--- src/rtl/core/tpt_pkg.sv ---
// ----------------------------------------------------------------------------
// tpt_pkg
// types, constants and helpers of the trapezoidal one-pole lowpass core
// ----------------------------------------------------------------------------
package tpt_pkg;

    // request codes
    localparam logic REQ_FILTER = 1'b0;
    localparam logic REQ_CLEAR  = 1'b1;

    // register word index
    localparam logic REG_SAMPLE_RATE = 1'b0;

    // channel address field of the state memory, covers up to 64 channels
    localparam int CH_W = 6;

    // numeric constants
    localparam logic [23:0] F_MAX_Q24    = 24'd8338276;
    localparam logic [31:0] PI_Q30       = 32'd3373259426;
    localparam logic [31:0] G_MAX        = 32'h7FFF_FFFF;
    localparam logic [17:0] SR_RESET     = 18'd48000;
    localparam int          CORDIC_STEPS = 30;
    localparam int          DIV_STEPS    = 64;

    // divider request and response
    typedef struct packed {
        logic        start;
        logic [63:0] dividend;
        logic [32:0] divisor;
    } t_div_req;

    typedef struct packed {
        logic        done;
        logic [63:0] quot;
    } t_div_rsp;

    // rotation unit request and response
    typedef struct packed {
        logic        start;
        logic [33:0] theta;
    } t_cor_req;

    typedef struct packed {
        logic               done;
        logic signed [33:0] x;
        logic signed [33:0] y;
    } t_cor_rsp;

    // state memory access
    typedef struct packed {
        logic            rd;
        logic            wr;
        logic            clr;
        logic [CH_W-1:0] addr;
        logic [31:0]     wdata;
    } t_mem_req;

    // arctangent of 2^-i in Q.30
    function automatic logic signed [33:0] atan_entry(input logic [4:0] i);
        logic signed [33:0] v;
        case (i)
            5'd0:    v = 34'sd843314857;
            5'd1:    v = 34'sd497837829;
            5'd2:    v = 34'sd263043837;
            5'd3:    v = 34'sd133525159;
            5'd4:    v = 34'sd67021687;
            5'd5:    v = 34'sd33543516;
            5'd6:    v = 34'sd16775851;
            5'd7:    v = 34'sd8388437;
            5'd8:    v = 34'sd4194283;
            5'd9:    v = 34'sd2097149;
            default: v = 34'sd1 <<< (5'd30 - i);
        endcase
        return v;
    endfunction

    // clamp to the signed 32-bit range
    function automatic logic signed [31:0] sat32(input logic signed [43:0] v);
        logic signed [31:0] r;
        if (v > 44'sh000_7FFF_FFFF) begin
            r = 32'sh7FFF_FFFF;
        end else if (v < -44'sh000_8000_0000) begin
            r = -32'sh8000_0000;
        end else begin
            r = v[31:0];
        end
        return r;
    endfunction

    // clamp to the signed 24-bit range
    function automatic logic signed [23:0] sat24(input logic signed [25:0] v);
        logic signed [23:0] r;
        if (v > 26'sd8388607) begin
            r = 24'sh7F_FFFF;
        end else if (v < -26'sd8388608) begin
            r = -24'sh80_0000;
        end else begin
            r = v[23:0];
        end
        return r;
    endfunction

endpackage

--- src/rtl/core/tpt_div.sv ---
// ----------------------------------------------------------------------------
// tpt_div
// restoring unsigned divider, one quotient bit per cycle, 64-bit dividend
// ----------------------------------------------------------------------------
module tpt_div
    import tpt_pkg::*;
(
    input  logic     i_clk,
    input  logic     i_rst_n,
    input  t_div_req i_req,
    output t_div_rsp o_rsp
);

    logic        r_busy;
    logic        r_done;
    logic [6:0]  r_cnt;
    logic [32:0] r_rem;
    logic [63:0] r_quot;
    logic [32:0] r_div;

    logic [33:0] w_shift;
    logic        w_ge;
    logic [33:0] w_sub;

    // one trial subtraction
    assign w_shift = {r_rem, r_quot[63]};
    assign w_ge    = (w_shift >= {1'b0, r_div});
    assign w_sub   = w_shift - {1'b0, r_div};

    // control
    always_ff @(posedge i_clk) begin
        if (!i_rst_n) begin
            r_busy <= 1'b0;
            r_done <= 1'b0;
            r_cnt  <= '0;
        end else begin
            r_done <= 1'b0;
            if (i_req.start) begin
                r_busy <= 1'b1;
                r_cnt  <= '0;
            end else if (r_busy) begin
                r_cnt <= r_cnt + 7'd1;
                if (r_cnt == 7'(DIV_STEPS - 1)) begin
                    r_busy <= 1'b0;
                    r_done <= 1'b1;
                end
            end
        end
    end

    // remainder and quotient shifter
    always_ff @(posedge i_clk) begin
        if (i_req.start) begin
            r_rem  <= '0;
            r_quot <= i_req.dividend;
            r_div  <= i_req.divisor;
        end else if (r_busy) begin
            r_rem  <= w_ge ? w_sub[32:0] : w_shift[32:0];
            r_quot <= {r_quot[62:0], w_ge};
        end
    end

    assign o_rsp.done = r_done;
    assign o_rsp.quot = r_quot;

endmodule

--- config.mk ---
export PLATFORM = sky130hd
export DESIGN_NAME = tpt_div
export DESIGN_NICKNAME = d
export VERILOG_FILES = /design/src/rtl/core/tpt_pkg.sv /design/src/rtl/core/tpt_div.sv
export SDC_FILE = /design/constraint.sdc
export NUM_CORES = 1
export LEC_CHECK = 0
export ABC_CLOCK_PERIOD_IN_PS = 4700
export BUFFER_PORTS_ARGS = -buffer_cell sky130_fd_sc_hd__buf_4
export CAP_MARGIN = 20
export CORE_ASPECT_RATIO = 0.9
export CORE_MARGIN = 3
export CORE_UTILIZATION = 55
export DETAILED_ROUTE_END_ITERATION = 10
export GPL_ROUTABILITY_DRIVEN = 0
export PLACE_DENSITY = 0.89
export SLEW_MARGIN = 20
export SYNTH_ARGS = -nofsm -noshare
export SYNTH_HDL_FRONTEND = slang
export SYNTH_SLANG_ARGS = --single-unit
--- constraint.sdc ---
create_clock -name i_clk -period 4.7 [get_ports i_clk]
set_input_delay 0.94 -clock i_clk [delete_from_list [all_inputs] [get_ports i_clk]]
set_output_delay 0.94 -clock i_clk [all_outputs]
set_load 0.05 [all_outputs]
==> results of run 1 <==
## routing by layer
layer  part of all wire  GRT usage
met1               0.38     0.2852
met2               0.51     0.4268
met3              0.090    0.09982
met4              0.015    0.06858
met5                  0          0
## worst max-delay path, cell delays in order, from the launching register on
cell and delay [ns]:
edfxtp_1 0.41, inv_1 0.08, ha_1 0.16, inv_1 0.05, fa_1 0.42, a21oi_2 0.22
o221ai_2 0.19, a211oi_4 0.37, o221ai_2 0.14, a21oi_2 0.22, o21a_2 0.56, nand2b_1 0.11
a31oi_1 0.24, a211oi_2 0.07
## sequential cells by signal, summed over array words and instances (netlist names)
| name | count |
|---|---|
| r_busy | 1 |
| r_cnt | 7 |
| r_div | 33 |
| r_done | 1 |
| r_quot | 64 |
| r_rem | 33 |
## final timing paths
path / slack, ns / endpoint / startpoint / depth (start not counted)
hold reg to reg: 0.50 / r_rem[2] / r_rem[2] / 2
setup / recovery: 1.31 / r_rem[31] / r_quot[63] / 13
hold / removal: 0.50 / r_rem[2] / r_rem[2] / 2
setup reg to reg: 1.31 / r_rem[31] / r_quot[63] / 13
## through the flow
step                hold WS [ns]  total power, mW
finish                    0.4959            3.917
global route              0.5217            4.065
CTS                       0.4886            3.927
detailed placement        0.4791            2.553
global placement          0.4654            2.515
floorplan                 0.4539            2.266
## cell type report
type                       count  share of cell area
clock buffer                  20             0.04621
clock inverter                12             0.01721
tap                          164             0.02172
sequential                   139              0.3974
multi-input combinational    456              0.3657
inverter                      44             0.01748
timing repair buffer         169              0.1343
## power breakdown
| group | total (mW) | switching [mW] | internal, mW | leakage [nW] |
|---|---|---|---|---|
| Combinational | 1.03 | 0.640 | 0.388 | 2.34 |
| Clock | 1.38 | 0.535 | 0.842 | 0.281 |
| Sequential | 1.51 | 0.0682 | 1.44 | 1.31 |
## synth_stat cells (4+ instances only)
master    instances  share of area
nor2_1           48          0.024
mux2_2           64          0.096
dfxtp_1          42           0.11
nand3_1          13         0.0086
edfxtp_1         97           0.39
buf_2             5         0.0033
nor3_1            5         0.0033
o21ai_0          19          0.013
mux2i_1           4         0.0053
clkbuf_1         21          0.010
a21oi_1          46          0.031
a21o_1           16          0.016
nand2_1          63          0.031
a31oi_1           9         0.0075
ha_1             34          0.056
a211oi_2          7          0.012
inv_1            43          0.021
xnor2_1          21          0.024
nand4_1           9         0.0075
a311oi_2         15          0.030
and3_1            5         0.0042
a211oi_1         10          0.010
xor2_1           12          0.014
nor2b_1           9         0.0075
## kinds of logic (layout without fill, tap and decap cells)
logic type | Yosys count | after routing | synth area share
buffers and inverters | 76 | 245 | 0.04319
muxes | 69 | 69 | 0.1025
DFF | 139 | 139 | 0.4983
and+or+nand+nor | 168 | 168 | 0.1020
xor gates and xnor gates | 33 | 33 | 0.03837
adders and majority gates | 35 | 35 | 0.05914
AOI/OAI and AO/OA | 151 | 151 | 0.1565
==> results.md, run 1 <==
- Outcome: complete, no violations
- Number of synthesized flops with an enable pin: 97
- Layout Nets: 962
- Most common cell after layout, fill and taps aside: buf_4
- CTS Buffer Depth: 2
- RSZ-0062 raised after global routing: no
- Routed wire per std cell: 18.51 um
- Hold buffer count at CTS: 0
- Setup TNS: 0 ns
- Pre-CTS WS: 1.295 ns
- Tmin final: ~3.4 ns
- Final Non-Filler Cells: 1004
- Die area: about 0.015 mm^2
- Arr. time, crit path: 3.66 ns
- Hold WC Path Type: reg2reg
- Pin count of the biggest net entering global routing: 70
- First-pass GRT wire length: 29010 um
- Final instance area: ~0.0094 mm^2
- CTS tree: built
- ANT nets after route: 0
- Diodes inserted: 0
- Vias per Instance: between 5 and 6
- Clk_lat worst skew: 0.43 ns
- Yosys warns: 0
- Die X: about 130 um
- Fraction of layout cells with a size suffix above 1: 0.3583
- Core area: between 0.01 and 0.015 mm^2
- Die Y: 117.0 um
- Total GRT Usage: 0.2466
- Max-cap viol count: 0
- Mapped Area: 0.007532 mm^2
- Ys flop type: edfxtp_1
- CP Class: reg2reg
- Mapped Avg Cell Area: 11.23 um^2
- CP startpoint kind: register
- Lkg Pwr: 3.934 nW
- Initial antenna violation count: 0
- Cell count after synthesis: 671
- Fillers: 866
- Register area share after synthesis: 0.4983
- Total grt overflow: 0
- Asr flop ratio synth: 0
- Vias post-DR: 5825
- Starting Density: 0.5781
- Pre-antenna DRT Iters: 6
- #FFs+latches synth: 139
- Dpl cells: 972
- Relative slew slack: 0.3711
- FP Rows: 39
- Maximum vdd drop: 0.0003972 V
- Area delta synth->final: 25.45%
- Fin. Hold Viols: 0
- Worst-path clk slew: 0.06 ns
- Clock sinks: between 100 and 150
- IO buf count: 164
- WL final: 18590 um
- I/O Pins: 165
- CP endpoint kind: register
- Final Core Density: 0.7252
- Iteration-0 DRC Markers: 572
- Final Skew: ~0.011 ns
- Num CTS Buffers: 17
- Placed Area: a little under 0.009 mm^2
- Slew Limit Fails: 0
- H-tree levels: 4
- Setup WS post-layout: 1.308 ns
- # resized after CTS: 0
- Post-Syn Nets: 806
- Post-DP HPWL: about 13000 um
- Final period utilization: 0.7216
- Root buffer cell: clkbuf_16
- FF+latch area: 0.003755 mm^2
- Setup violators final: 0
- DRC: 0
- Worst path required time: 4.97 ns
- Postcts setup bufs: 0
- Power Density: 414.5 mW/mm^2
- Max Clk Rate: 294.8 MHz
- Library cells used by synthesis: 57
- Area of the multi-input gates: 0.003456 mm^2
- Most frequent cells in the layout: buf_4 (169), edfxtp_1 (97), mux2_2 (64)
- Vias in the first global route: 5873
- Max FO, Critical Path: 30
- Worst-margin pin slew: between 0.9 and 1 ns
Note: power is estimated with default switching activity, not from simulation.
==> run 2: changes to the inputs <==
--- a/config.mk
+++ b/config.mk
@@ -5,15 +5,16 @@
 export SDC_FILE = /design/constraint.sdc
 export NUM_CORES = 1
 export LEC_CHECK = 0
-export ABC_CLOCK_PERIOD_IN_PS = 4700
+export ABC_AREA = 1
+export ABC_CLOCK_PERIOD_IN_PS = 2800
 export BUFFER_PORTS_ARGS = -buffer_cell sky130_fd_sc_hd__buf_4
 export CAP_MARGIN = 20
 export CORE_ASPECT_RATIO = 0.9
 export CORE_MARGIN = 3
-export CORE_UTILIZATION = 55
+export CORE_UTILIZATION = 51
 export DETAILED_ROUTE_END_ITERATION = 10
 export GPL_ROUTABILITY_DRIVEN = 0
-export PLACE_DENSITY = 0.89
+export PLACE_DENSITY = 0.86
 export SLEW_MARGIN = 20
 export SYNTH_ARGS = -nofsm -noshare
 export SYNTH_HDL_FRONTEND = slang
==> constraint.sdc (replaced) <==
create_clock -name i_clk -period 2.8 [get_ports i_clk]
set_input_delay 0.56 -clock i_clk [delete_from_list [all_inputs] [get_ports i_clk]]
set_output_delay 0.56 -clock i_clk [all_outputs]
set_load 0.05 [all_outputs]
==> results.md, run 2 <==
- Total grt overflow: 0
- Layout Nets: 1439
- CP Class: reg2reg
- Max reg flops: 64
- Fin. Hold Viols: 0
- Post-Syn Nets: between 1000 and 1500
- Final Non-Filler Cells: about 1500
- Setup violators final: 0
- Starting Density: 0.5308
- Number of synthesized flops with an enable pin: 97
- CP startpoint kind: register
- WL final: between 20000 and 25000 um
- Yosys top cell area share: 0.3481
- Power Total: approximately 5.7 mW
- CP endpoint kind: register
- Area of the multi-input gates: between 0.003 and 0.004 mm^2
- Setup TNS: 0 ns
- Iteration-0 DRC Markers: about 760
- Synth cell count leaders: nand2_1 (480), inv_1 (182), edfxtp_1 (97), nand3_1 (91), nor2_1 (46)
- Max FO, Critical Path: 33
- Final period utilization: 0.9132
- Vias per Instance: between 5 and 6
- Hold buffer count at CTS: 0
- Fraction of layout cells with a size suffix above 1: 0.1777
- Yosys warns: 0
- Clock sinks: 139
- Dominant cells by area after synthesis: edfxtp_1 (35%), nand2_1 (22%), dfxtp_1 (10%)
- FF+latch area: between 0.003 and 0.004 mm^2
- Diodes inserted: 0
- Area delta synth->final: 23.91%
- Die area: roughly 0.018 mm^2
- Num CTS Buffers: 17
- Core area: 0.01576 mm^2
- Worst-path clk slew: 0.07 ns
- Die X: around 140 um
- Slew Limit Fails: 0
- Largest regs: r_quot x64, r_div x33, r_rem x33
- CTS tree: built
- Register area share after synthesis: 0.4486
- Lkg Pwr: 5.396 nW
- Vias post-DR: 7927
- ANT nets after route: 0
- Most common cell in the netlist: nand2_1
- Hold WC Path Type: in2reg
- Reg2reg path depth: 11
- Cell count after synthesis: around 1100
- Post-DP HPWL: 16820 um
- CTS Buffer Depth: 2
- Initial antenna violation count: 0
- Root buffer cell: clkbuf_16
- Worst path required time: 3.12 ns
- Most frequent cells in the layout: nand2_1 (480), inv_1 (180), buf_4 (173)
- Outcome: complete, no violations
- Asr flop ratio synth: 0
- RSZ-0062 raised after global routing: no
- First-pass GRT wire length: 35910 um
- Most flops, register: r_quot
- Postcts setup bufs: 0
- H-tree levels: 4
- Clk_lat worst skew: 0.43 ns
- WHS Path Cells: 1
- DRC: 0
- Tmin final: 2.557 ns
- Arr. time, crit path: 2.88 ns
- Vias in the first global route: 7532
- Dpl cells: approximately 1500
- # resized after CTS: 0
- Routed wire per std cell: between 10 and 15 um
- Ys flop type: edfxtp_1
- FP Rows: 43
- Die Y: 127.5 um
- Maximum vdd drop: approximately 0.00049 V
- Fillers: between 1000 and 1500
- Pin count of the biggest net entering global routing: 55
- Mapped Area: 0.008368 mm^2
- Pre-antenna DRT Iters: 7
- Mapped Avg Cell Area: 7.340 um^2
- #FFs+latches synth: 139
- Worst-margin pin slew: 0.5311 ns
- Total GRT Usage: 0.2518
- Leading area contributor after synthesis: edfxtp_1
- Max-cap viol count: 0
- Final Skew: 0.007795 ns
- I/O Pins: 165
- Power Density: about 550 mW/mm^2
- Most common cell after layout, fill and taps aside: nand2_1
- IO buf count: 164
- Relative slew slack: 0.6459
- Library cells used by synthesis: 37
- Max Clk Rate: 391.1 MHz
==> run 2: cell types whose count changed in the layout (fill, tap and decap cells not counted), moves of 12 or more <==
cell / delta
mux2_2: -64
a21o_1: -15
a21oi_1: -19
inv_1: +137
nand3_1: +78
o21ai_0: -13
o21ai_1: +12
a311oi_2: -15
nand2_1: +418
==> run 2: final cells by class <==
cell class / count / area share
clock buffer: 17 / 0.04103
clock inverter: 15 / 0.01533
inverter: 187 / 0.06770
multi-input combinational: 785 / 0.3624
sequential: 139 / 0.3620
tap: 202 / 0.02438
timing repair buffer: 174 / 0.1272
==> run 2: cell families (layout without fill, tap and decap cells) <==
kind of cell	after synthesis	after routing	share of synthesized area
buf+inv	216	393	0.1027
simple gates	678	678	0.3430
flops	139	139	0.4486
compound gates	57	57	0.03678
xor+xnor	15	15	0.01570
fa+ha+maj	35	35	0.05323
==> run 2: path summary, 6_finish.rpt <==
| kind | start | slack [ns] | to |
|---|---|---|---|
| max | r_rem[25] | 0.24 | r_rem[17] |
| min | i_req[15] | 0.30 | r_div[15] |
| max reg2reg | r_rem[25] | 0.24 | r_rem[17] |
| min reg2reg | r_rem[20] | 0.47 | r_rem[20] |
==> run 2: where the power goes <==
group	internal (mW)	switching, mW
clock	1.26	0.972
sequential	2.37	0.0741
combinational	0.334	0.705
total	3.96	1.75
==> run 2: critical path: stages (launching register included) <==
cell and delay (ns):
dfxtp_1 0.36, ha_1 0.42, nand2_1 0.10, inv_1 0.08
nand2_1 0.10, nor3_1 0.28, and2_1 0.24, nand2_4 0.15
nand2_4 0.38, nand3_1 0.15, nand3_1 0.10, nand2_1 0.05
==> run 2: metrics by stage <==
step	setup WS (ns)	hold slack, ns	util	cell area (um^2)
2_1_floorplan	0.4072	0.4436	-	8369
3_3_place_gp	0.3803	0.4578	0.6207	9784
3_5_place_dp	0.3137	0.4606	0.6207	9784
4_1_cts	0.2934	0.2874	0.6578	10370
5_1_grt	0.007789	0.2852	0.6578	10370
6_report	0.2431	0.2988	0.6578	10370
==> run 2: metal layers <==
| metal | track usage | part of all wire | up-vias |
|---|---|---|---|
| met4 | 0.09459 | 0.024 | 0 |
| met5 | 0 | 0 | - |
| met1 | 0.3077 | 0.40 | 3618 |
| li1 | - | - | 3907 |
| met2 | 0.4172 | 0.47 | 350 |
| met3 | 0.08271 | 0.10 | 52 |
==> run 3: changes to the inputs <==
--- a/config.mk
+++ b/config.mk
@@ -6,7 +6,7 @@
 export NUM_CORES = 1
 export LEC_CHECK = 0
 export ABC_AREA = 1
-export ABC_CLOCK_PERIOD_IN_PS = 2800
+export ABC_CLOCK_PERIOD_IN_PS = 2200
 export BUFFER_PORTS_ARGS = -buffer_cell sky130_fd_sc_hd__buf_4
 export CAP_MARGIN = 20
 export CORE_ASPECT_RATIO = 0.9
==> constraint.sdc (replaced) <==
create_clock -name i_clk -period 2.2 [get_ports i_clk]
set_input_delay 0.44 -clock i_clk [delete_from_list [all_inputs] [get_ports i_clk]]
set_output_delay 0.44 -clock i_clk [all_outputs]
set_load 0.05 [all_outputs]
==> results.md, run 3 (synthesis results as in run 2) <==
- Most common cell after layout, fill and taps aside: nand2_1
- Routed wire per std cell: 16.10 um
- Outcome: complete, no violations
- CP Class: reg2reg
- Relative slew slack: 0.4479
- Final period utilization: 0.9895
- CP startpoint kind: register
- Internal Dissipation: 5.350 mW
- Maximum vdd drop: approximately 0.00048 V
- Clock power frac: 0.402
- Pin count of the biggest net entering global routing: 80
- Power Density: around 670 mW/mm^2
- Fraction of layout cells with a size suffix above 1: 0.2685
- Arr. time, crit path: around 2.5 ns
- Register share of total power: 0.407
- CP endpoint kind: register
- Max reg flops: 64
- Diodes inserted: 0
- Starting Density: 0.5308
- Clock sinks: approximately 140
- Final instance area: between 0.01 and 0.015 mm^2
- Tmin final: 2.177 ns
- Initial antenna violation count: 0
- Hold WC Path Type: in2reg
- Total grt overflow: 0
- Largest regs: r_quot x64, r_div x33, r_rem x33
- Die Y: 127.5 um
- Pre-antenna DRT Iters: 8
- H-tree levels: 4
- FP Rows: 43
- Area delta synth->final: 36.30%
- Most flops, register: r_quot
- WL final: 24950 um
- Most frequent cells in the layout: nand2_1 (442), buf_4 (189), inv_1 (174)
- Vias in the first global route: 7680
- Clk_lat worst skew: 0.43 ns
- Post-DP HPWL: 16690 um
- Setup violators final: 0
- Iteration-0 DRC Markers: 945
- Total GRT Usage: 0.2545
- Num CTS Buffers: 17
- Die X: 141.0 um
- ANT nets after route: 0
- CTS Buffer Depth: 2
- Worst-path clk slew: 0.07 ns
- DRC: 0
- Final Skew: 0.01473 ns
- Layout Nets: 1470
- Fillers: 1080
- Power Total: between 7 and 8 mW
- First-pass GRT wire length: 36890 um
- Max-cap viol count: 0
- Slew Limit Fails: 0
- Final Core Density: 0.7235
- Switching Fraction: 0.3004
- Lkg Pwr: 5.635 nW
- Root buffer cell: clkbuf_16
- Psw: about 2.3 mW
- CTS tree: built
- Max FO, Critical Path: 4
- Vias post-DR: 8296
- Worst-margin pin slew: 0.8281 ns
- Logic pwr share: 0.191
- IO buf count: 164
- Placed Area: 0.009950 mm^2
- Worst path required time: 2.51 ns
- Core area: 0.01576 mm^2
- Vias per Instance: 5.352
- Die area: 0.01798 mm^2
- Fin. Hold Viols: 0
- Max Clk Rate: 459.4 MHz
- I/O Pins: roughly 170
## run 3: changes by cell type in the layout (fill, tap and decap cells not counted), sizes merged
cell    delta
bufinv     +2
clkbuf     +3
clkinv     -1
buf       +28
inv        -1
## run 3: what timing repair did
item | 4_1_cts | 5_1_grt
cloned | 0 | 3
hold buffers | 0 | 0
gates resized for setup | 3 | 128
endpoints found under the setup margin | 6 | 34
setup buffers | 0 | 16
pin swaps | 0 | 35
## run 3: layer usage
| layer | part of all wire | global-route usage | vias up |
|---|---|---|---|
| li1 | - | - | 3986 |
| met2 | 0.48 | 0.4240 | 508 |
| met3 | 0.11 | 0.08832 | 105 |
| met4 | 0.034 | 0.07236 | 0 |
| met1 | 0.38 | 0.3157 | 3697 |
| met5 | 0 | 0 | - |
## run 3: cell type report
type                            instances  area [um^2]  share of cell area
Sequential cell                       139         3754              0.3291
Clock buffer                           17        425.4             0.03730
Timing Repair Buffer                  205         1727              0.1514
Multi-Input combinational cell        785         4342              0.3807
Inverter                              187        701.9             0.06154
Clock inverter                         15        203.9             0.01788
Tap cell                              202        252.7             0.02216
## run 3: worst max-delay path, stage by stage, from the launching register on
cell	delay [ns]
edfxtp_1	0.41
inv_2	0.10
ha_4	0.13
inv_2	0.04
fa_2	0.40
nand2_2	0.09
nand2_2	0.07
nand3_2	0.08
nand2_2	0.08
nand2_2	0.11
nand2_4	0.07
nand2_2	0.10
nand2_1	0.06
nand2_1	0.09
nand3_1	0.09
nand3_1	0.08
nand2_1	0.06
## run 3: path summary, 6_finish.rpt
check / depth (start not counted) / endpoint / slack [ns] / start
max: 16 / r_rem[32] / 0.02 / r_quot[63]
min: 1 / r_div[14] / 0.18 / i_req[14]
max reg2reg: 16 / r_rem[32] / 0.02 / r_quot[63]
min reg2reg: 2 / r_rem[21] / 0.48 / r_rem[21]
## run 3: through the flow
step	instances	worst slack [ns]	setup TNS (ns)	hold WS [ns]
floorplan	1140	-0.03076	-0.1789	0.4436
global placement	1499	0.01977	0	0.4576
detailed placement	1499	0.002892	0	0.4594
CTS	1531	-0.004221	-0.004221	0.1694
global route	1550	-0.08901	-0.8603	0.1617
finish	1550	0.02314	0	0.1793
## run 3: power by group through the flow
stage	Sequential [mW]	Clock, mW	Combinational, mW
floorplan	3.57	0	0.414
global placement	3.16	0	1.32
detailed placement	3.16	0	1.33
CTS	3.11	3.11	1.34
global route	3.13	3.23	1.56
finish	3.11	3.07	1.46
