===== src/rtl/core/tpt_pkg.sv =====
// ----------------------------------------------------------------------------
// tpt_pkg
// types, constants and helpers of the trapezoidal one-pole lowpass core
// ----------------------------------------------------------------------------
package tpt_pkg;

    // request codes
    localparam logic REQ_FILTER = 1'b0;
    localparam logic REQ_CLEAR  = 1'b1;

    // register word index
    localparam logic REG_SAMPLE_RATE = 1'b0;

    // channel address field of the state memory, covers up to 64 channels
    localparam int CH_W = 6;

    // numeric constants
    localparam logic [23:0] F_MAX_Q24    = 24'd8338276;
    localparam logic [31:0] PI_Q30       = 32'd3373259426;
    localparam logic [31:0] G_MAX        = 32'h7FFF_FFFF;
    localparam logic [17:0] SR_RESET     = 18'd48000;
    localparam int          CORDIC_STEPS = 30;
    localparam int          DIV_STEPS    = 64;

    // divider request and response
    typedef struct packed {
        logic        start;
        logic [63:0] dividend;
        logic [32:0] divisor;
    } t_div_req;

    typedef struct packed {
        logic        done;
        logic [63:0] quot;
    } t_div_rsp;

    // rotation unit request and response
    typedef struct packed {
        logic        start;
        logic [33:0] theta;
    } t_cor_req;

    typedef struct packed {
        logic               done;
        logic signed [33:0] x;
        logic signed [33:0] y;
    } t_cor_rsp;

    // state memory access
    typedef struct packed {
        logic            rd;
        logic            wr;
        logic            clr;
        logic [CH_W-1:0] addr;
        logic [31:0]     wdata;
    } t_mem_req;

    // arctangent of 2^-i in Q.30
    function automatic logic signed [33:0] atan_entry(input logic [4:0] i);
        logic signed [33:0] v;
        case (i)
            5'd0:    v = 34'sd843314857;
            5'd1:    v = 34'sd497837829;
            5'd2:    v = 34'sd263043837;
            5'd3:    v = 34'sd133525159;
            5'd4:    v = 34'sd67021687;
            5'd5:    v = 34'sd33543516;
            5'd6:    v = 34'sd16775851;
            5'd7:    v = 34'sd8388437;
            5'd8:    v = 34'sd4194283;
            5'd9:    v = 34'sd2097149;
            default: v = 34'sd1 <<< (5'd30 - i);
        endcase
        return v;
    endfunction

    // clamp to the signed 32-bit range
    function automatic logic signed [31:0] sat32(input logic signed [43:0] v);
        logic signed [31:0] r;
        if (v > 44'sh000_7FFF_FFFF) begin
            r = 32'sh7FFF_FFFF;
        end else if (v < -44'sh000_8000_0000) begin
            r = -32'sh8000_0000;
        end else begin
            r = v[31:0];
        end
        return r;
    endfunction

    // clamp to the signed 24-bit range
    function automatic logic signed [23:0] sat24(input logic signed [25:0] v);
        logic signed [23:0] r;
        if (v > 26'sd8388607) begin
            r = 24'sh7F_FFFF;
        end else if (v < -26'sd8388608) begin
            r = -24'sh80_0000;
        end else begin
            r = v[23:0];
        end
        return r;
    endfunction

endpackage


===== src/rtl/core/tpt_cordic.sv =====
// ----------------------------------------------------------------------------
// tpt_cordic
// rotation-mode cordic, one micro-rotation per cycle, gives scaled cos and sin
// ----------------------------------------------------------------------------
module tpt_cordic
    import tpt_pkg::*;
(
    input  logic     i_clk,
    input  logic     i_rst_n,
    input  t_cor_req i_req,
    output t_cor_rsp o_rsp
);

    logic               r_busy;
    logic               r_done;
    logic [4:0]         r_i;
    logic signed [33:0] r_x;
    logic signed [33:0] r_y;
    logic signed [33:0] r_z;

    logic signed [33:0] w_dx;
    logic signed [33:0] w_dy;
    logic signed [33:0] w_at;

    assign w_dx = r_y >>> r_i;
    assign w_dy = r_x >>> r_i;
    assign w_at = atan_entry(r_i);

    // control
    always_ff @(posedge i_clk) begin
        if (!i_rst_n) begin
            r_busy <= 1'b0;
            r_done <= 1'b0;
            r_i    <= '0;
        end else begin
            r_done <= 1'b0;
            if (i_req.start) begin
                r_busy <= 1'b1;
                r_i    <= '0;
            end else if (r_busy) begin
                r_i <= r_i + 5'd1;
                if (r_i == 5'(CORDIC_STEPS - 1)) begin
                    r_busy <= 1'b0;
                    r_done <= 1'b1;
                end
            end
        end
    end

    // micro-rotation towards zero residual angle
    always_ff @(posedge i_clk) begin
        if (i_req.start) begin
            r_x <= 34'sd1 <<< 29;
            r_y <= '0;
            r_z <= i_req.theta;
        end else if (r_busy) begin
            if (!r_z[33]) begin
                r_x <= r_x - w_dx;
                r_y <= r_y + w_dy;
                r_z <= r_z - w_at;
            end else begin
                r_x <= r_x + w_dx;
                r_y <= r_y - w_dy;
                r_z <= r_z + w_at;
            end
        end
    end

    assign o_rsp.done = r_done;
    assign o_rsp.x    = r_x;
    assign o_rsp.y    = r_y;

endmodule


===== config.mk =====
export PLATFORM = sky130hd
export DESIGN_NAME = tpt_cordic
export DESIGN_NICKNAME = d
export VERILOG_FILES = /design/src/rtl/core/tpt_pkg.sv /design/src/rtl/core/tpt_cordic.sv
export SDC_FILE = /design/constraint.sdc
export NUM_CORES = 1
export LEC_CHECK = 0
export BUFFER_PORTS_ARGS = -buffer_cell sky130_fd_sc_hd__buf_2
export CAP_MARGIN = 5
export CORE_MARGIN = 5
export CORE_UTILIZATION = 30
export CTS_BUF_LIST = sky130_fd_sc_hd__clkbuf_4 sky130_fd_sc_hd__clkbuf_8
export CTS_CLUSTER_DIAMETER = 150
export DETAILED_ROUTE_END_ITERATION = 16
export HOLD_SLACK_MARGIN = 0.06
export SLEW_MARGIN = 40
export SYNTH_ARGS = -nofsm -noshare
export SYNTH_HDL_FRONTEND = slang
export SYNTH_SLANG_ARGS = --single-unit

===== constraint.sdc =====
create_clock -name i_clk -period 9.1 [get_ports i_clk]
set_clock_uncertainty 0.1 [all_clocks]
set_input_delay 0.455 -clock i_clk [delete_from_list [all_inputs] [get_ports i_clk]]
set_output_delay 0.455 -clock i_clk [all_outputs]
set_load 0.03 [all_outputs]

==> tab_implementation.tex, run 1 <==
\begin{tabular}{lr}
\hline
Metric & Value \\
\hline
\multicolumn{2}{l}{\textbf{Global route}} \\
\quad Overall routing resource usage & 19.69\% \\
\quad Largest net degree at the start of global routing & 69 \\
\quad Antenna violations before repair & 1 \\
\quad GRT overflow & 0 \\
\quad First-pass GRT wire length & 99460 um \\
\quad Number of global-route vias before repair & 16527 \\
\multicolumn{2}{l}{\textbf{CTS}} \\
\quad Number of sinks handled by clock tree synthesis & 109 \\
\quad Number of hold buffers added after CTS & 0 \\
\quad Library cell used as clock root buffer & sky130\_fd\_sc\_hd\_\_clkbuf\_8 \\
\quad Clock insertion delay at the later pin of the skew report & 0.49 ns \\
\quad Number of buffers between clock root and the deepest sink & 2 \\
\quad Number of clock buffers inserted by TritonCTS & 9 \\
\quad Depth of the CTS H-tree & 3 \\
\quad CTS tree & done \\
\quad Clock slew at the register clock pins of the worst setup and hold paths & 0.15 ns \\
\quad Post-cts repair resize count & 0 \\
\quad Buffers inserted during post-CTS setup optimization & 0 \\
\multicolumn{2}{l}{\textbf{Die}} \\
\quad Starting utilization of the core area & 30.44\% \\
\quad I/O pin total & 106 \\
\quad Die X-Extent & 249.7 um \\
\quad Die area & 0.06234 mm\^{}2 \\
\quad Core Footprint & 0.05660 mm\^{}2 \\
\quad Die Height & 249.7 um \\
\quad Count of standard-cell rows & 87 \\
\multicolumn{2}{l}{\textbf{Placed design}} \\
\quad Placed wire-length estimate & 48880 um \\
\quad Placer's final routability congestion estimate & 1.007 \\
\quad Port buffer count & 105 \\
\multicolumn{2}{l}{\textbf{Worst setup path}} \\
\quad Type of element launching the critical path & flop \\
\quad WP data required & 9.33 ns \\
\quad Worst-path fanout max & 43 \\
\quad Kind of critical path & reg -> reg \\
\quad Arrival @ worst endpoint & 7.69 ns \\
\quad Kind of end point of the critical path & flop \\
\multicolumn{2}{l}{\textbf{Yosys}} \\
\quad Synth Cell Area & 0.01723 mm\^{}2 \\
\quad Largest area contributor in the synthesized netlist & sky130\_fd\_sc\_hd\_\_dfxtp\_1 \\
\quad Gate count after technology mapping & 2126 \\
\quad Number of register bits inferred by synthesis & 109 \\
\quad Proportion of register bits with asynchronous set or reset after synthesis & 0\% \\
\quad Synth top area share & 8.713\% \\
\quad Total number of yosys warnings & 0 \\
\quad Number of library cell types mapped by synthesis & 112 \\
\quad Count of flip-flops with a built-in enable after synthesis & 34 \\
\quad Post-synth net total & 2274 \\
\quad Cell types with the highest counts after synthesis & sky130\_fd\_sc\_hd\_\_nor2\_1, sky130\_fd\_sc\_hd\_\_nand2\_1, sky130\_fd\_sc\_hd\_\_a21oi\_1, sky130\_fd\_sc\_hd\_\_o21ai\_0, sky130\_fd\_sc\_hd\_\_xnor2\_1 \\
\quad Sequential fraction of the synthesis area & 14.64\% \\
\quad Most common flop cell mapped by yosys & sky130\_fd\_sc\_hd\_\_dfxtp\_1 \\
\quad Mean instance size in the synthesized netlist & 8.106 um\^{}2 \\
\quad Largest cells by area after synthesis & sky130\_fd\_sc\_hd\_\_dfxtp\_1, sky130\_fd\_sc\_hd\_\_mux4\_2, sky130\_fd\_sc\_hd\_\_ha\_1 \\
\quad Dominant cell by count in the synthesized netlist & sky130\_fd\_sc\_hd\_\_nor2\_1 \\
\multicolumn{2}{l}{\textbf{Timing}} \\
\quad Final Hold Vio Count & 0 \\
\quad Setup repair after global routing missed its margin & no \\
\quad Worst slew margin & 38.63\% \\
\quad Total Neg Setup Slack & 0 ns \\
\quad Final critical-path required period & 7.461 ns \\
\quad Tightest Pin Transition & 0.9205 ns \\
\quad Peak Freq & 134.0 MHz \\
\quad Portion of the clock cycle consumed by the worst path in the final layout & 81.99\% \\
\quad Final setup viols & 0 \\
\quad Total count of max-transition violations in the final report & 0 \\
\quad Worst hold slack across all endpoints & 0.1401 ns \\
\multicolumn{2}{l}{\textbf{Finish}} \\
\quad Layout Area Growth over Synthesis & 7.399\% \\
\quad Share of post-route cells with drive strength above 1 & 15.33\% \\
\quad Total Nets Final & 2289 \\
\multicolumn{2}{l}{\textbf{Outcome}} \\
\quad Status & finished clean \\
\multicolumn{2}{l}{\textbf{Routing}} \\
\quad Initial DRT Pass Iterations & 6 \\
\quad Number of remaining DRC errors & 0 \\
\quad Detailed Route WL & 64120 um \\
\quad Total vias in the final route & 17361 \\
\quad Number of design-rule violations left by the first detailed-router iteration & 1742 \\
\quad Number of vias per cell after detailed routing & 5.978 \\
\quad Remaining antenna violation count & 0 \\
\quad Mean routed wirelength per cell & 22.08 um \\
\multicolumn{2}{l}{\textbf{Pwr}} \\
\quad Power density over the cells & 385.0 mW/mm\^{}2 \\
\quad Leakage power & 7.300 nW \\
\quad Overall power of the completed layout & 7.125 mW \\
\quad Worst ir drop on vdd & 0.1570 mV \\
\multicolumn{2}{l}{\textbf{Flow run}} \\
\quad MaxCap Viol Count & 0 \\
\multicolumn{2}{l}{\textbf{Worst hold path}} \\
\quad Hold/Removal Path Class & in -> reg \\
\hline
\end{tabular}
==> state kept, by name, indices dropped and copies added, names as in the netlist <==
signal,flops
r_i,5
r_x,34
r_done,1
r_busy,1
r_z,34
r_y,34
==> cell usage in the layout (no fill, tap or decap), drive strengths merged, types with 10 or more instances in the layout <==
cell | Yosys | final
a211oi | 31 | 31
a21boi | 15 | 15
a21o | 37 | 37
a21oi | 169 | 169
a221oi | 14 | 14
a22oi | 11 | 11
a31oi | 42 | 42
and2 | 24 | 24
and3 | 25 | 25
buf | 67 | 138
dfxtp | 75 | 75
edfxtp | 34 | 34
ha | 108 | 108
inv | 57 | 60
mux2 | 57 | 57
mux2i | 86 | 86
mux4 | 71 | 71
nand2 | 178 | 178
nand2b | 26 | 26
nand3 | 38 | 38
nand4 | 18 | 18
nor2 | 209 | 209
nor2b | 23 | 23
nor3 | 42 | 42
nor3b | 13 | 13
o211ai | 31 | 31
o21a | 24 | 24
o21ai | 131 | 131
o21bai | 16 | 16
o221ai | 10 | 10
o22ai | 26 | 26
o31ai | 22 | 22
or2 | 11 | 11
or3 | 13 | 13
xnor2 | 113 | 113
xor2 | 54 | 54
==> per-layer routing <==
metal  share of wire, %  GRT usage, %
met4                2.6         5.456
met2                 46         31.78
met1                 45         27.43
met5                  0             0
met3                7.3         3.030
==> metrics by stage <==
stage | util (%) | setup WS, ns | instance area, um^2 | std cells
4_1_cts | 32.65 | 1.736 | 18480 | 2901
3_5_place_dp | 32.29 | 1.782 | 18280 | 2885
6_report | 32.70 | 1.639 | 18510 | 2904
5_1_grt | 32.69 | 1.266 | 18510 | 2903
2_1_floorplan | - | 2.761 | 17230 | 2126
3_3_place_gp | 32.22 | 1.987 | 18240 | 2882
==> kinds of logic after synthesis <==
family	share of synthesized area (%)
AND/OR/NAND/NOR	19.00
XOR/XNOR	8.575
multiplexers	18.33
buffers and inverters	5.438
flip-flops	14.64
adder cells (fa/ha/maj)	8.190
AO/OA/AOI/OAI	25.83
==> worst max-delay path: stages (launching register included) <==
cell and delay (ns):
sky130_fd_sc_hd__dfxtp_4 0.77, sky130_fd_sc_hd__buf_4 0.53, sky130_fd_sc_hd__mux4_2 0.64, sky130_fd_sc_hd__a21boi_0 0.73
sky130_fd_sc_hd__a221o_1 0.29, sky130_fd_sc_hd__o32a_1 0.25, sky130_fd_sc_hd__nand3_1 0.26, sky130_fd_sc_hd__nor4_1 0.51
sky130_fd_sc_hd__a21oi_1 0.15, sky130_fd_sc_hd__xor2_1 0.17, sky130_fd_sc_hd__ha_1 0.36, sky130_fd_sc_hd__and3_1 0.22
sky130_fd_sc_hd__and3_1 0.18, sky130_fd_sc_hd__a41o_1 0.26, sky130_fd_sc_hd__o21a_1 0.22, sky130_fd_sc_hd__a221o_1 0.38
sky130_fd_sc_hd__a221oi_1 0.44, sky130_fd_sc_hd__o21ai_0 0.24, sky130_fd_sc_hd__o41ai_1 0.37, sky130_fd_sc_hd__xor2_1 0.17
sky130_fd_sc_hd__o21ai_0 0.08
==> where the power goes <==
| part | switching (mW) | internal (mW) | total (mW) |
|---|---|---|---|
| registers | 0.340 | 0.723 | 1.06 |
| clock network | 0.217 | 0.131 | 0.348 |
| logic | 3.32 | 2.40 | 5.71 |
| total | 3.87 | 3.25 | 7.13 |
==> path summary, 6_finish.rpt <==
kind / startpoint / endpoint / slack [ns] / cells after the start
max reg2reg: r_i[0] / r_y[32] / 1.64 / 20
min: i_req[24] / r_z[24] / 0.14 / 3
max: r_i[0] / r_y[32] / 1.64 / 20
min reg2reg: r_y[0] / r_y[0] / 0.41 / 2
==> final cells by class <==
| class | instances | area, um^2 |
|---|---|---|
| fill | 6065 | 38100 |
| multi-input combinational | 1825 | 13810 |
| sequential | 109 | 2540 |
| tap | 756 | 945.9 |
| timing repair buffer | 138 | 787.0 |
| inverter | 58 | 217.7 |
| clock buffer | 9 | 123.9 |
| clock inverter | 7 | 80.08 |
| antenna | 2 | 5.005 |
(Power assumes the default switching activity.)
==> run 2, diff against run 1 <==
==> constraint.sdc (replaced) <==
create_clock -name i_clk -period 7.2 [get_ports i_clk]
set_clock_uncertainty 0.1 [all_clocks]
set_input_delay 0.36 -clock i_clk [delete_from_list [all_inputs] [get_ports i_clk]]
set_output_delay 0.36 -clock i_clk [all_outputs]
set_load 0.03 [all_outputs]
==> run 2 against run 1 <==
  * Largest cell class unchanged
  * Cell count rose by 2.3%
  * Routed wire length rose by 5.6%
  * Critical endpoint unchanged
  * Critical path type unchanged
  * Highest routed layer unchanged
  * Setup slack got worse by 1.2 ns
==> tab_implementation.tex, run 2 (synthesized netlist as in run 1, its figures left out) <==
\begin{tabular}{lr}
\hline
Metric & Value \\
\hline
\multicolumn{2}{l}{\textbf{Die}} \\
\quad Die Height & 249.7 um (unchanged) \\
\quad Count of standard-cell rows & 87 (unchanged) \\
\quad Die area & 0.06234 mm\^{}2 (unchanged) \\
\quad Core Footprint & 0.05660 mm\^{}2 (unchanged) \\
\quad Starting utilization of the core area & 30.44\% (unchanged) \\
\quad I/O pin total & 106 (unchanged) \\
\quad Die X-Extent & 249.7 um (unchanged) \\
\multicolumn{2}{l}{\textbf{Routing}} \\
\quad Number of design-rule violations left by the first detailed-router iteration & 1564 (was 1742) \\
\quad Detailed Route WL & 67700 um (was 64120 um) \\
\quad Initial DRT Pass Iterations & 5 (was 6) \\
\quad Number of vias per cell after detailed routing & 5.984 (was 5.978) \\
\quad Number of remaining DRC errors & 0 (unchanged) \\
\quad Remaining antenna violation count & 0 (unchanged) \\
\quad Mean routed wirelength per cell & 22.79 um (was 22.08 um) \\
\quad Total vias in the final route & 17772 (was 17361) \\
\multicolumn{2}{l}{\textbf{Timing}} \\
\quad Portion of the clock cycle consumed by the worst path in the final layout & 93.66\% (was 81.99\%) \\
\quad Final setup viols & 0 (unchanged) \\
\quad Crit path setup slack, layout & 0.4562 ns (was 1.639 ns) \\
\quad Total Neg Setup Slack & 0 ns (unchanged) \\
\quad Peak Freq & 148.3 MHz (was 134.0 MHz) \\
\quad Setup repair after global routing missed its margin & no (unchanged) \\
\quad Total count of max-transition violations in the final report & 0 (unchanged) \\
\quad Final Hold Vio Count & 0 (unchanged) \\
\quad Tightest Pin Transition & 0.9390 ns (was 0.9205 ns) \\
\quad Final critical-path required period & 6.744 ns (was 7.461 ns) \\
\quad Worst slew margin & 37.31\% (was 38.63\%) \\
\multicolumn{2}{l}{\textbf{Placed design}} \\
\quad Worst slack after detailed placement & 0.6067 ns (was 1.782 ns) \\
\quad Port buffer count & 105 (unchanged) \\
\quad Placer's final routability congestion estimate & 0.9525 (was 1.007) \\
\quad Cell area reported after detailed placement & 0.01861 mm\^{}2 (was 0.01828 mm\^{}2) \\
\quad Placed wire-length estimate & 52080 um (was 48880 um) \\
\multicolumn{2}{l}{\textbf{Finish}} \\
\quad Total Nets Final & 2353 (was 2289) \\
\quad Share of post-route cells with drive strength above 1 & 16.52\% (was 15.33\%) \\
\quad Final instance area & 0.01912 mm\^{}2 (was 0.01851 mm\^{}2) \\
\quad Commonest cells after routing, fill and taps aside & sky130\_fd\_sc\_hd\_\_nor2\_1, sky130\_fd\_sc\_hd\_\_nand2\_1, sky130\_fd\_sc\_hd\_\_a21oi\_1 (unchanged) \\
\quad Biggest registers after layout & r\_x: 34 flops, r\_y: 34 flops, r\_z: 34 flops (unchanged) \\
\quad Layout Area Growth over Synthesis & 10.96\% (was 7.399\%) \\
\quad Commonest non-fill, non-tap cell in the layout & sky130\_fd\_sc\_hd\_\_nor2\_1 (unchanged) \\
\multicolumn{2}{l}{\textbf{Worst hold path}} \\
\quad Hold/Removal Path Class & in -> reg (unchanged) \\
\quad Worst Min Path Start & i\_req[2] (was i\_req[24]) \\
\quad Hold Path Depth & 3 (unchanged) \\
\multicolumn{2}{l}{\textbf{CTS}} \\
\quad Number of hold buffers added after CTS & 27 (was 0) \\
\quad Clock insertion delay at the later pin of the skew report & 0.47 ns (was 0.49 ns) \\
\quad Buffers inserted during post-CTS setup optimization & 0 (unchanged) \\
\quad CTS tree & done (unchanged) \\
\quad Library cell used as clock root buffer & sky130\_fd\_sc\_hd\_\_clkbuf\_8 (unchanged) \\
\quad Depth of the CTS H-tree & 3 (unchanged) \\
\quad Number of buffers between clock root and the deepest sink & 2 (unchanged) \\
\quad Number of sinks handled by clock tree synthesis & 109 (unchanged) \\
\quad Post-cts repair resize count & 0 (unchanged) \\
\quad Clock slew at the register clock pins of the worst setup and hold paths & 0.12 ns (was 0.15 ns) \\
\quad Number of clock buffers inserted by TritonCTS & 9 (unchanged) \\
\multicolumn{2}{l}{\textbf{Worst setup path}} \\
\quad Launching instance or port of the critical path & r\_i[1] (was r\_i[0]) \\
\quad Cell chain of the critical path & buf\_12 > mux4\_2 > a21boi\_0 > a221o\_1 > o32a\_1 > nand3\_1 > nor4\_1 > a21oi\_1 > xor2\_1 > ha\_1 > and3\_1 > and3\_1 > a41o\_1 > o21a\_1 > a221o\_1 > a221oi\_1 > o21ai\_0 > o41ai\_1 > xor2\_1 > o21ai\_0 (was buf\_4 > mux4\_2 > a21boi\_0 > a221o\_1 > o32a\_1 > nand3\_1 > nor4\_1 > a21oi\_1 > xor2\_1 > ha\_1 > and3\_1 > and3\_1 > a41o\_1 > o21a\_1 > a221o\_1 > a221oi\_1 > o21ai\_0 > o41ai\_1 > xor2\_1 > o21ai\_0) \\
\quad WP data required & 7.45 ns (was 9.33 ns) \\
\quad Kind of critical path & reg -> reg (unchanged) \\
\quad Startpoint of the worst-slack reg-to-reg timing path & r\_i[1] (was r\_i[0]) \\
\quad Setup slack of the worst register-to-register path & 0.46 ns (was 1.64 ns) \\
\quad Path depth of the worst reg2reg path & 20 (unchanged) \\
\quad Worst-path fanout max & 45 (was 43) \\
\quad Arrival @ worst endpoint & 6.99 ns (was 7.69 ns) \\
\quad CP endpoint & r\_y[32] (unchanged) \\
\quad Kind of end point of the critical path & flop (unchanged) \\
\quad Worst r2r dst & r\_y[32] (unchanged) \\
\quad Worst-path cell with the longest stage delay & sky130\_fd\_sc\_hd\_\_dfxtp\_4 (unchanged) \\
\quad CP peak stage delay & 0.73 ns (was 0.77 ns) \\
\quad Type of element launching the critical path & flop (unchanged) \\
\multicolumn{2}{l}{\textbf{Global route}} \\
\quad Antenna violations before repair & 2 (was 1) \\
\quad Number of global-route vias before repair & 16881 (was 16527) \\
\quad GRT overflow & 0 (unchanged) \\
\quad Largest net degree at the start of global routing & 71 (was 69) \\
\quad First-pass GRT wire length & 103000 um (was 99460 um) \\
\quad Overall routing resource usage & 20.65\% (was 19.69\%) \\
\multicolumn{2}{l}{\textbf{Pwr}} \\
\quad Power density over the cells & 481.3 mW/mm\^{}2 (was 385.0 mW/mm\^{}2) \\
\quad Leakage power & 7.616 nW (was 7.300 nW) \\
\quad Worst ir drop on vdd & 0.1927 mV (was 0.1570 mV) \\
\multicolumn{2}{l}{\textbf{Flow run}} \\
\quad MaxCap Viol Count & 0 (unchanged) \\
\multicolumn{2}{l}{\textbf{Outcome}} \\
\quad Status & finished clean (unchanged) \\
\hline
\end{tabular}
[run 2: cell types whose count changed in the layout (fill, tap and decap cells not counted), moves of 2 or more]
cell,delta
sky130_fd_sc_hd__buf_12,+5
sky130_fd_sc_hd__buf_4,+32
sky130_fd_sc_hd__diode_2,+2
sky130_fd_sc_hd__dlygate4sd3_1,+27
sky130_fd_sc_hd__inv_8,+2
[run 2: layer usage]
| layer | share of wire [%] | wire length, um | vias up | track usage, % |
|---|---|---|---|---|
| li1 | - | - | 8248 | - |
| met1 | 44 | 30070 | 8719 | 28.36 |
| met2 | 47 | 31710 | 718 | 34.32 |
| met3 | 6.7 | 4528 | 87 | 2.769 |
| met4 | 2.1 | 1391 | 0 | 5.362 |
| met5 | 0 | 0 | - | 0 |
[run 2: cell type report]
type,count,area (um^2)
diodes,4,10.01
clock buffers,9,123.9
clock inverters,7,86.33
fillers,6036,37480
inverters,58,217.7
multi-input cells,1825,13800
flip-flops and latches,109,2540
well taps,756,945.9
repair buffers,202,1398
[run 2: per-stage QoR]
stage,hold slack [ns],utilization [%],cells,power [mW]
3_5_place_dp,0.4555,32.88,2921,8.648
6_report,0.08516,33.78,2970,9.203
3_3_place_gp,0.4537,32.86,2921,8.543
5_1_grt,0.08127,33.77,2968,10.00
4_1_cts,0.06373,33.73,2964,9.151
2_1_floorplan,0.3882,-,2126,6.801
[run 2: worst min path at each step]
stage	end	slack [ns]
finish	r_z[2]	0.09
global route	r_z[2]	0.08
CTS	r_z[2]	0.06
detailed placement	r_y[0]	0.46
global placement	r_y[0]	0.45
floorplan	r_busy	0.39
[run 2: critical path, delay by kind of cell (launching register included)]
family / cells / cell delay (ns)
flip-flops: 1 / 0.73
multiplexers: 1 / 0.43
AND/OR/NAND/NOR: 4 / 1.13
adder cells (fa/ha/maj): 1 / 0.36
buffers and inverters: 1 / 0.29
AO/OA/AOI/OAI: 11 / 3.19
XOR/XNOR: 2 / 0.35
[run 2: power by group]
part,total [mW],internal [mW],switching [mW]
registers,1.43,0.914,0.512
logic,7.34,3.10,4.23
clock network,0.442,0.169,0.273
